$ cat src/hdl/kcfp_pkg.sv
// shared types and codes of the kiss command frame parser
`default_nettype none

package kcfp_pkg;

   // widest callsign length count for any supported store size
   localparam int unsigned RUN_LEN_W = 6;

   localparam logic [7:0] FEND_BYTE = 8'hC0;
   localparam logic [7:0] CMD_BYTE  = 8'h00;
   localparam logic [7:0] TOKEN_LETTER_LO = 8'h41;
   localparam logic [7:0] TOKEN_LETTER_HI = 8'h48;
   localparam logic [7:0] TOKEN_DIGIT_LO  = 8'h31;

   localparam logic [1:0] KIND_COMMAND  = 2'd0;
   localparam logic [1:0] KIND_CALLSIGN = 2'd1;
   localparam logic [1:0] KIND_END      = 2'd2;

   localparam logic [3:0] CMD_UNDEFINED = 4'd8;

   localparam logic [1:0] ST_CLOSED     = 2'd0;
   localparam logic [1:0] ST_BAD_HEADER = 2'd1;
   localparam logic [1:0] ST_RAN_OUT    = 2'd2;

   // work handed from the front to the back for one input byte
   typedef struct packed {
      logic                 has_run;
      logic                 has_cmd;
      logic                 has_end;
      logic [3:0]           cmd_code;
      logic [1:0]           end_status;
      logic [RUN_LEN_W-1:0] run_len;
      logic                 overflow;
   } work_type;

   // callsign store write port
   typedef struct packed {
      logic                 en;
      logic [RUN_LEN_W-1:0] addr;
      logic [7:0]           data;
   } store_wr_type;

endpackage

`default_nettype wire

$ cat src/hdl/kcfp_front.sv
// byte classifier and frame parse state of the kiss command frame parser
`default_nettype none

module kcfp_front #(
   parameter int unsigned CALLSIGN_MAX = 16
) (
   input  wire                   clock,
   input  wire                   reset,
   input  wire                   req_valid,
   output logic                  req_stall,
   input  wire  [7:0]            req_byte_value,
   input  wire                   req_first_byte,
   input  wire                   req_last_byte,
   output kcfp_pkg::work_type     push_work,
   output logic                  push_valid,
   input  wire                   queue_full,
   input  wire                   run_done,
   output kcfp_pkg::store_wr_type store_wr
);
   import kcfp_pkg::*;

   localparam logic [2:0] PH_NO_FRAME    = 3'd0;
   localparam logic [2:0] PH_FRAME_START = 3'd1;
   localparam logic [2:0] PH_GAP_INITIAL = 3'd2;
   localparam logic [2:0] PH_CALLSIGN    = 3'd3;
   localparam logic [2:0] PH_GAP         = 3'd4;
   localparam logic [2:0] PH_TOKEN       = 3'd5;
   localparam logic [2:0] PH_DONE        = 3'd6;

   localparam int unsigned LW = $clog2(CALLSIGN_MAX + 1);

   logic [2:0]    phase_ff, phase_in;
   logic [1:0]    tlen_ff, tlen_in;
   logic [7:0]    tfirst_ff, tfirst_in;
   logic [7:0]    tsecond_ff, tsecond_in;
   logic [LW-1:0] clen_ff, clen_in;
   logic          cover_ff, cover_in;
   logic [1:0]    cstat_ff, cstat_in;
   logic          run_busy_ff, run_busy_in;

   logic          accept;
   logic          printable;
   logic          is_fend;
   logic [2:0]    ph;
   logic [1:0]    tl;
   logic [7:0]    tf, ts;
   logic [LW-1:0] cl;
   logic          co;
   logic [1:0]    cs;
   logic          emit_run, emit_cmd;
   logic [3:0]    code;
   logic [1:0]    end_stat;

   assign req_stall = queue_full | run_busy_ff;
   assign accept    = req_valid & ~req_stall;
   assign printable = req_byte_value inside {[8'h21:8'h7E]};
   assign is_fend   = (req_byte_value == FEND_BYTE);

   // command decode of the held token
   always_comb begin
      code = CMD_UNDEFINED;
      if (tl == 2'd2 && tf inside {[TOKEN_LETTER_LO:TOKEN_LETTER_HI]} &&
          ts == tf - TOKEN_LETTER_LO + TOKEN_DIGIT_LO) begin
         code = 4'(tf - TOKEN_LETTER_LO);
      end
   end

   always_comb begin
      // new buffer restarts from the idle values
      ph = req_first_byte ? PH_NO_FRAME : phase_ff;
      tl = req_first_byte ? 2'd0 : tlen_ff;
      tf = req_first_byte ? 8'd0 : tfirst_ff;
      ts = req_first_byte ? 8'd0 : tsecond_ff;
      cl = req_first_byte ? '0 : clen_ff;
      co = req_first_byte ? 1'b0 : cover_ff;
      cs = req_first_byte ? ST_RAN_OUT : cstat_ff;

      phase_in   = ph;
      tlen_in    = tl;
      tfirst_in  = tf;
      tsecond_in = ts;
      clen_in    = cl;
      cover_in   = co;
      cstat_in   = cs;
      emit_run   = 1'b0;
      emit_cmd   = 1'b0;
      store_wr.en   = 1'b0;
      store_wr.addr = RUN_LEN_W'(cl);
      store_wr.data = req_byte_value;

      case (ph)
         PH_NO_FRAME: begin
            if (is_fend) begin
               phase_in = PH_FRAME_START;
            end else begin
               cstat_in = ST_BAD_HEADER;
               phase_in = PH_DONE;
            end
         end
         PH_FRAME_START: begin
            if (req_byte_value == CMD_BYTE) begin
               phase_in = PH_GAP_INITIAL;
            end else begin
               cstat_in = ST_BAD_HEADER;
               phase_in = PH_DONE;
            end
         end
         PH_GAP_INITIAL, PH_CALLSIGN: begin
            if (is_fend) begin
               emit_run = (ph == PH_CALLSIGN);
               cstat_in = ST_CLOSED;
               phase_in = PH_DONE;
            end else if (printable) begin
               phase_in = PH_CALLSIGN;
               if (cl < LW'(CALLSIGN_MAX)) begin
                  store_wr.en = 1'b1;
                  clen_in     = cl + 1'b1;
               end else begin
                  cover_in = 1'b1;
               end
            end else if (ph == PH_CALLSIGN) begin
               emit_run = 1'b1;
               phase_in = PH_GAP;
            end
         end
         PH_GAP, PH_TOKEN: begin
            if (is_fend) begin
               emit_cmd = (ph == PH_TOKEN);
               cstat_in = ST_CLOSED;
               phase_in = PH_DONE;
            end else if (printable) begin
               phase_in = PH_TOKEN;
               if (tl == 2'd0) tfirst_in = req_byte_value;
               if (tl == 2'd1) tsecond_in = req_byte_value;
               if (tl != 2'd3) tlen_in = tl + 2'd1;
            end else if (ph == PH_TOKEN) begin
               emit_cmd = 1'b1;
               phase_in = PH_GAP;
            end
            if (emit_cmd) begin
               tlen_in    = 2'd0;
               tfirst_in  = 8'd0;
               tsecond_in = 8'd0;
            end
         end
         default: begin
            phase_in = PH_DONE;
         end
      endcase

      // status this byte leaves before the end-of-buffer reset
      end_stat = cstat_in;

      if (req_last_byte) begin
         phase_in   = PH_NO_FRAME;
         tlen_in    = 2'd0;
         tfirst_in  = 8'd0;
         tsecond_in = 8'd0;
         clen_in    = '0;
         cover_in   = 1'b0;
         cstat_in   = ST_RAN_OUT;
      end

      push_work.has_run    = emit_run;
      push_work.has_cmd    = emit_cmd;
      push_work.has_end    = req_last_byte;
      push_work.cmd_code   = code;
      push_work.end_status = end_stat;
      push_work.run_len    = RUN_LEN_W'(cl);
      push_work.overflow   = co;
      store_wr.en = store_wr.en & accept;
      push_valid  = accept & (emit_run | emit_cmd | req_last_byte);
   end

   always_comb begin
      run_busy_in = run_busy_ff;
      if (run_done) run_busy_in = 1'b0;
      if (push_valid && push_work.has_run) run_busy_in = 1'b1;
   end

   always_ff @(posedge clock) begin
      if (reset) begin
         phase_ff    <= PH_NO_FRAME;
         tlen_ff     <= 2'd0;
         tfirst_ff   <= 8'd0;
         tsecond_ff  <= 8'd0;
         clen_ff     <= '0;
         cover_ff    <= 1'b0;
         cstat_ff    <= ST_RAN_OUT;
         run_busy_ff <= 1'b0;
      end else begin
         run_busy_ff <= run_busy_in;
         if (accept) begin
            phase_ff   <= phase_in;
            tlen_ff    <= tlen_in;
            tfirst_ff  <= tfirst_in;
            tsecond_ff <= tsecond_in;
            clen_ff    <= clen_in;
            cover_ff   <= cover_in;
            cstat_ff   <= cstat_in;
         end
      end
   end

endmodule

`default_nettype wire

$ cat src/hdl/kcfp_queue.sv
// two-entry work queue between the front and the back
`default_nettype none

module kcfp_queue (
   input  wire                clock,
   input  wire                reset,
   input  wire                push_valid,
   input  kcfp_pkg::work_type push_work,
   output logic               full,
   input  wire                pop,
   output logic               not_empty,
   output kcfp_pkg::work_type pop_work
);
   import kcfp_pkg::*;

   work_type   slot_ff [2];
   logic       wr_ptr_ff, wr_ptr_in;
   logic       rd_ptr_ff, rd_ptr_in;
   logic [1:0] count_ff, count_in;
   logic       do_pop;

   assign full      = (count_ff == 2'd2);
   assign not_empty = (count_ff != 2'd0);
   assign pop_work  = slot_ff[rd_ptr_ff];
   assign do_pop    = pop & not_empty;

   always_comb begin
      wr_ptr_in = wr_ptr_ff ^ push_valid;
      rd_ptr_in = rd_ptr_ff ^ do_pop;
      count_in  = count_ff + {1'b0, push_valid} - {1'b0, do_pop};
   end

   always_ff @(posedge clock) begin
      if (push_valid) slot_ff[wr_ptr_ff] <= push_work;
   end

   always_ff @(posedge clock) begin
      if (reset) begin
         wr_ptr_ff <= 1'b0;
         rd_ptr_ff <= 1'b0;
         count_ff  <= 2'd0;
      end else begin
         wr_ptr_ff <= wr_ptr_in;
         rd_ptr_ff <= rd_ptr_in;
         count_ff  <= count_in;
      end
   end

endmodule

`default_nettype wire

$ cat src/hdl/kcfp_back.sv
// result sequencer and callsign store of the kiss command frame parser
`default_nettype none

module kcfp_back #(
   parameter int unsigned CALLSIGN_MAX = 16
) (
   input  wire                    clock,
   input  wire                    reset,
   input  wire                    work_ready,
   input  kcfp_pkg::work_type      work,
   output logic                   work_pop,
   input  kcfp_pkg::store_wr_type  store_wr,
   output logic                   run_done,
   output logic                   rsp_valid,
   input  wire                    rsp_stall,
   output logic [1:0]             rsp_result_kind,
   output logic [3:0]             rsp_command_code,
   output logic [7:0]             rsp_callsign_char,
   output logic [1:0]             rsp_end_status,
   output logic                   rsp_callsign_truncated,
   output logic                   rsp_run_last
);
   import kcfp_pkg::*;

   localparam int unsigned AW = (CALLSIGN_MAX > 1) ? $clog2(CALLSIGN_MAX) : 1;

   localparam logic [2:0] S_IDLE   = 3'd0;
   localparam logic [2:0] S_RUN    = 3'd1;
   localparam logic [2:0] S_RUNOUT = 3'd2;
   localparam logic [2:0] S_CMD    = 3'd3;
   localparam logic [2:0] S_END    = 3'd4;

   logic [7:0]           mem [CALLSIGN_MAX];
   logic [7:0]           rd_ff;
   logic [2:0]           state_ff, state_in;
   work_type             cur_ff;
   logic [RUN_LEN_W-1:0] idx_ff, idx_in;

   logic                 out_valid_ff, out_valid_in;
   logic [1:0]           kind_ff, kind_in;
   logic [3:0]           cmd_ff, cmd_in;
   logic [7:0]           char_ff, char_in;
   logic [1:0]           stat_ff, stat_in;
   logic                 trunc_ff, trunc_in;
   logic                 last_ff, last_in;

   logic                 out_free;
   logic                 load;
   logic                 run_end;

   assign out_free = ~out_valid_ff | ~rsp_stall;
   assign work_pop = (state_ff == S_IDLE) & work_ready;
   assign run_end  = (RUN_LEN_W'(idx_ff + 1'b1) == cur_ff.run_len);

   always_comb begin
      state_in = state_ff;
      idx_in   = idx_ff;
      load     = 1'b0;
      run_done = 1'b0;
      kind_in  = kind_ff;
      cmd_in   = 4'd0;
      char_in  = 8'd0;
      stat_in  = 2'd0;
      trunc_in = 1'b0;
      last_in  = 1'b0;
      case (state_ff)
         S_IDLE: begin
            if (work_ready) begin
               idx_in = '0;
               if (work.has_run) state_in = S_RUN;
               else if (work.has_cmd) state_in = S_CMD;
               else state_in = S_END;
            end
         end
         S_RUN: begin
            state_in = S_RUNOUT;
         end
         S_RUNOUT: begin
            if (out_free) begin
               load     = 1'b1;
               kind_in  = KIND_CALLSIGN;
               char_in  = rd_ff;
               trunc_in = cur_ff.overflow;
               last_in  = run_end & ~cur_ff.has_cmd & ~cur_ff.has_end;
               idx_in   = idx_ff + 1'b1;
               if (run_end) begin
                  run_done = 1'b1;
                  if (cur_ff.has_cmd) state_in = S_CMD;
                  else if (cur_ff.has_end) state_in = S_END;
                  else state_in = S_IDLE;
               end else begin
                  state_in = S_RUN;
               end
            end
         end
         S_CMD: begin
            if (out_free) begin
               load     = 1'b1;
               kind_in  = KIND_COMMAND;
               cmd_in   = cur_ff.cmd_code;
               last_in  = ~cur_ff.has_end;
               state_in = cur_ff.has_end ? S_END : S_IDLE;
            end
         end
         S_END: begin
            if (out_free) begin
               load     = 1'b1;
               kind_in  = KIND_END;
               stat_in  = cur_ff.end_status;
               last_in  = 1'b1;
               state_in = S_IDLE;
            end
         end
         default: begin
            state_in = S_IDLE;
         end
      endcase
      out_valid_in = load | (out_valid_ff & rsp_stall);
   end

   always_ff @(posedge clock) begin
      if (store_wr.en) mem[store_wr.addr[AW-1:0]] <= store_wr.data;
      if (state_ff == S_RUN) rd_ff <= mem[idx_ff[AW-1:0]];
   end

   always_ff @(posedge clock) begin
      if (work_pop) cur_ff <= work;
      idx_ff <= idx_in;
      if (load) begin
         kind_ff  <= kind_in;
         cmd_ff   <= cmd_in;
         char_ff  <= char_in;
         stat_ff  <= stat_in;
         trunc_ff <= trunc_in;
         last_ff  <= last_in;
      end
   end

   always_ff @(posedge clock) begin
      if (reset) begin
         state_ff     <= S_IDLE;
         out_valid_ff <= 1'b0;
      end else begin
         state_ff     <= state_in;
         out_valid_ff <= out_valid_in;
      end
   end

   assign rsp_valid              = out_valid_ff;
   assign rsp_result_kind        = kind_ff;
   assign rsp_command_code       = cmd_ff;
   assign rsp_callsign_char      = char_ff;
   assign rsp_end_status         = stat_ff;
   assign rsp_callsign_truncated = trunc_ff;
   assign rsp_run_last           = last_ff;

endmodule

`default_nettype wire

$ cat src/hdl/kiss_command_frame_parser.sv
// top level of the kiss command frame parser
//
// Takes a received buffer one byte per transfer and gives command, callsign
// byte and end-of-buffer results. A frame opens with 0xC0 0x00; the first
// printable word is the callsign, each later word a command token (A1, B2
// .. H8, letter and digit paired; anything else is undefined), and 0xC0
// closes the frame. The front accepts one byte per cycle while the two-entry
// work queue has room and no callsign is pending. Once a finished callsign
// is queued, input stalls until its last byte has been loaded into the
// output register: the back reads each callsign byte from the store, then
// loads it into the output register. The back takes a work entry from the
// queue while idle, then loads each command or end result. Results leave
// through an output register, so input keeps flowing while a result waits
// on rsp_stall until two work entries are queued behind it or a callsign
// is pending. rsp_run_last marks the last result of an input byte.
`default_nettype none

module kiss_command_frame_parser #(
   parameter int unsigned CALLSIGN_MAX = 16
) (
   input  wire        clock,
   input  wire        reset,
   input  wire        req_valid,
   output logic       req_stall,
   input  wire  [7:0] req_byte_value,
   input  wire        req_first_byte,
   input  wire        req_last_byte,
   output logic       rsp_valid,
   input  wire        rsp_stall,
   output logic [1:0] rsp_result_kind,
   output logic [3:0] rsp_command_code,
   output logic [7:0] rsp_callsign_char,
   output logic [1:0] rsp_end_status,
   output logic       rsp_callsign_truncated,
   output logic       rsp_run_last
);
   import kcfp_pkg::*;

   work_type     push_work, pop_work;
   store_wr_type store_wr;
   logic         push_valid, queue_full, not_empty, work_pop, run_done;

   kcfp_front #(.CALLSIGN_MAX(CALLSIGN_MAX)) u_front (
      .clock          (clock),
      .reset          (reset),
      .req_valid      (req_valid),
      .req_stall      (req_stall),
      .req_byte_value (req_byte_value),
      .req_first_byte (req_first_byte),
      .req_last_byte  (req_last_byte),
      .push_work      (push_work),
      .push_valid     (push_valid),
      .queue_full     (queue_full),
      .run_done       (run_done),
      .store_wr       (store_wr)
   );

   kcfp_queue u_queue (
      .clock      (clock),
      .reset      (reset),
      .push_valid (push_valid),
      .push_work  (push_work),
      .full       (queue_full),
      .pop        (work_pop),
      .not_empty  (not_empty),
      .pop_work   (pop_work)
   );

   kcfp_back #(.CALLSIGN_MAX(CALLSIGN_MAX)) u_back (
      .clock                  (clock),
      .reset                  (reset),
      .work_ready             (not_empty),
      .work                   (pop_work),
      .work_pop               (work_pop),
      .store_wr               (store_wr),
      .run_done               (run_done),
      .rsp_valid              (rsp_valid),
      .rsp_stall              (rsp_stall),
      .rsp_result_kind        (rsp_result_kind),
      .rsp_command_code       (rsp_command_code),
      .rsp_callsign_char      (rsp_callsign_char),
      .rsp_end_status         (rsp_end_status),
      .rsp_callsign_truncated (rsp_callsign_truncated),
      .rsp_run_last           (rsp_run_last)
   );

endmodule

`default_nettype wire

$ cat config.mk
export PLATFORM = sky130hd
export DESIGN_NAME = kiss_command_frame_parser
export DESIGN_NICKNAME = d
export VERILOG_FILES = /design/src/hdl/kcfp_pkg.sv /design/src/hdl/kcfp_front.sv /design/src/hdl/kcfp_queue.sv /design/src/hdl/kcfp_back.sv /design/src/hdl/kiss_command_frame_parser.sv
export SDC_FILE = /design/constraint.sdc
export NUM_CORES = 1
export LEC_CHECK = 0
export BUFFER_PORTS_ARGS = -buffer_cell sky130_fd_sc_hd__buf_4
export CAP_MARGIN = 25
export CORE_MARGIN = 3
export CORE_UTILIZATION = 45
export DETAILED_ROUTE_END_ITERATION = 10
export PLACE_DENSITY_LB_ADDON = 0.05
export SLEW_MARGIN = 20
export SYNTH_ARGS = -nofsm -noshare
export SYNTH_HDL_FRONTEND = slang
export SYNTH_HIERARCHICAL = 1
export SYNTH_SLANG_ARGS = --single-unit
$ cat constraint.sdc
create_clock -name clock -period 3.3 [get_ports clock]
set_clock_uncertainty 0.15 [all_clocks]
set_input_delay 0.66 -clock clock [delete_from_list [all_inputs] [get_ports clock]]
set_output_delay 0.66 -clock clock [all_outputs]
set_load 0.03 [all_outputs]
==> summary.txt <==
STA
  • FMAX: 0.340 GHz
  • Final worst path period share: 0.891
  • Final Setup Violations: 0
  • Final hold vios: 0
  • Setup tns final: 0 ns
  • Worst Max-Slew Pin Slew: 0.784 ns
  • RSZ-0062 raised after global routing: false
  • Min Tclk post-route: 2.94 ns
  • Max transition margin: 0.477
  • Final Max Slew Viols: 0
  • Worst Hold Margin: 0.246 ns

Setup path
  • Slowest stage delay, CP: 0.53 ns
  • Startpoint types: flip-flop
  • FF-to-FF Start: u_front/tfirst_ff[0]$_SDFFE_PP0P_
  • Slowest-stage cell, CP: dfxtp_1
  • R2R Setup Slk: 0.36 ns
  • Crit end category: flip-flop
  • Worst path cell trace: nand2_1 > ha_1 > nor4bb_1 > a21o_1 > or2_2 > a211oi_1 > o221ai_1 > nor4_1
  • CP top delay family: simple AND/OR/NAND/NOR gates
  • Worst Path Max Fanout: 10
  • Crit path depth: 8
  • Worst r2r path cells: 8
  • Reg-to-reg endpoint: u_queue/slot_ff[0][11]$_DFFE_PP_
  • Critical path class: reg -> reg
  • Required time of the critical path: 3.45 ns
  • Arr. time, crit path: 3.09 ns
  • Bufs and invs on worst path: 0

Run status
  • Status: completed

Pwr
  • Leakage: 4.33 nW
  • Tot Pwr: 9.10 mW
  • Max VDD drop: 0.000390 V
  • Pwr dens: 731 nW/um^2

Global route
  • GRT overflow: 0
  • Largest net degree at the start of global routing: 32
  • Initial antenna violation count: 0
  • Vias in the first global route: 6325
  • Global-route wire length before repair: 35.6 mm
  • GRT Total Usage: 0.172

Clock tree
  • CTS max path bufs: 3
  • CTS Buf Count: 27
  • Root Buffer: clkbuf_16
  • # H-tree levels: 1
  • Reg clk slew, reported paths: 0.06 ns
  • Resized cells post-CTS: 0
  • Post-CTS setup buffers: 0
  • # hold bufs at CTS: 0
  • Insertion delay of the later-clocked pin in the worst-skew pair: 0.53 ns
  • Clock sink total: 245
  • CTS tree: built

Synth
  • Yosys warnings: 6
  • Synthesized area: 10900 um^2
  • Avg Synthesized Cell Area: 14.5 um^2
  • Synthesized Nets: 776
  • Synth Instances: 753

Place
  • Port bufs: 33
  • Post-DP HPWL: 15.0 mm
  • Placer Congestion: 0.887
  • Cells after DPL: 1104
  • Area of placed instances: 11600 um^2

Floorplanning
  • Core ar.: 23700 um^2
  • Chip height: 162 um
  • Boundary pin count: 34
  • Full die area: 26200 um^2
  • Row Count: 56
  • Die Width: 162 um
  • Initial Util: 0.461

Detailed routing
  • Post-route ant nets: 0
  • Remaining DRCs: 0
  • Via count: 6428
  • Drt pass-1 iters: 5
  • Via density: 5.58
  • Drt wl/cell: 19.5 um
  • Routed wire length: 22.5 mm
  • Initial drt markers: 554

Job
  • Max-cap viol count: 0

Cells and area
  • Post-route cell area: 12400 um^2
  • Share of cells above drive strength 1: 0.242
  • # nets final: 837
  • Area grow syn2layout: 14.0%
  • Cell Count, Final, Fillers Out: 1153
  • ANT cells: 0
  • Filler cells: 1992

Worst hold path
  • Hold path cells: 2
  • HP Class: in -> reg
  • Min-delay src: req_byte_value[4]
  • Hold EP: u_front/tsecond_ff[4]$_SDFFE_PP0P_
per-stage QoR:
step,utilization,setup WS (ns)
final,0.525,0.359
after global routing,0.525,0.0811
after CTS,0.525,0.400
after detailed placement,0.490,0.0877
after global placement,0.490,0.124
after floorplan,-,0.152
final cells by class:
| cell class | count | area (um^2) | share of cell area |
|---|---|---|---|
| timing repair buffer | 87 | 678 | 0.0545 |
| clock buffer | 35 | 716 | 0.0575 |
| multi-input combinational | 437 | 3500 | 0.281 |
| tap | 319 | 399 | 0.0321 |
| sequential | 245 | 6980 | 0.561 |
| inverter | 16 | 60.1 | 0.00483 |
| clock inverter | 14 | 111 | 0.00895 |
placed cells by master, fill, tap and decap left out, types with 3 or more instances in the layout:
| cell | count |
|---|---|
| or2_2 | 7 |
| buf_4 | 85 |
| clkbuf_16 | 27 |
| o211ai_1 | 3 |
| o31ai_1 | 3 |
| xor2_1 | 7 |
| nand3_1 | 12 |
| clkinv_1 | 5 |
| mux2_2 | 8 |
| clkinv_2 | 5 |
| ha_1 | 9 |
| nand4_1 | 4 |
| a22o_1 | 16 |
| a21o_1 | 4 |
| and2_1 | 16 |
| nand2b_1 | 4 |
| xnor2_1 | 14 |
| clkbuf_1 | 7 |
| nor4_1 | 8 |
| o21ai_0 | 21 |
| a31oi_1 | 5 |
| nand2_1 | 30 |
| nor2b_1 | 21 |
| a21oi_1 | 32 |
| mux2_4 | 10 |
| nor3b_1 | 7 |
| inv_1 | 15 |
| mux2i_1 | 8 |
| edfxtp_1 | 207 |
| nor2_1 | 54 |
| or3_1 | 4 |
| nor3_1 | 12 |
| a211oi_1 | 11 |
| mux4_2 | 32 |
| o21a_1 | 3 |
| nand3b_1 | 4 |
| a32o_1 | 3 |
| and3_1 | 5 |
| dfxtp_1 | 38 |
sequential cells by signal, summed over array words and instances, names as in the netlist, 2 cells and up:
name                      flops
u_front/cstat_ff              2
u_front/clen_ff               5
u_back/rsp_callsign_char      8
u_front/tfirst_ff             8
u_back/state_ff               3
u_back/idx_ff                 6
u_front/tlen_ff               2
u_back/rsp_end_status         2
u_back/mem                  128
u_front/phase_ff              3
u_back/rsp_result_kind        2
u_back/rsp_command_code       4
u_queue/count_ff              2
u_back/cur_ff                15
u_queue/slot_ff              32
u_front/tsecond_ff            8
u_back/rd_ff                  8
worst max path at each step:
stage | slack [ns] | from | to
4_1_cts | 0.40 | u_front/phase_ff[1]$_SDFFE_PP0P_ | u_back/mem[0][7]$_DFFE_PP_
3_3_place_gp | 0.12 | req_byte_value[3] | u_back/mem[0][5]$_DFFE_PP_
2_1_floorplan | 0.15 | req_byte_value[2] | u_back/mem[3][0]$_DFFE_PP_
6_report | 0.36 | u_front/tfirst_ff[0]$_SDFFE_PP0P_ | u_queue/slot_ff[0][11]$_DFFE_PP_
3_5_place_dp | 0.09 | req_byte_value[0] | u_queue/slot_ff[0][11]$_DFFE_PP_
5_1_grt | 0.08 | u_front/tfirst_ff[0]$_SDFFE_PP0P_ | u_queue/slot_ff[1][9]$_DFFE_PP_
power by group:
part           leakage [nW]  internal, mW  switching, mW  total (mW)
sequential             2.19          3.78          0.204        3.99
clock                 0.408          1.61           1.15        2.76
combinational          1.73          1.03           1.32        2.35
total                  4.33          6.42           2.67        9.10
routing by layer:
metal / track usage / vias to the layer above / routed length, um
met5: 0 / - / 0
met4: 0.0376 / 0 / 316
met3: 0.0250 / 30 / 1100
met2: 0.272 / 174 / 10400
met1: 0.257 / 3206 / 10600
li1: - / 3018 / -
Power figures use the tool's default switching activity.
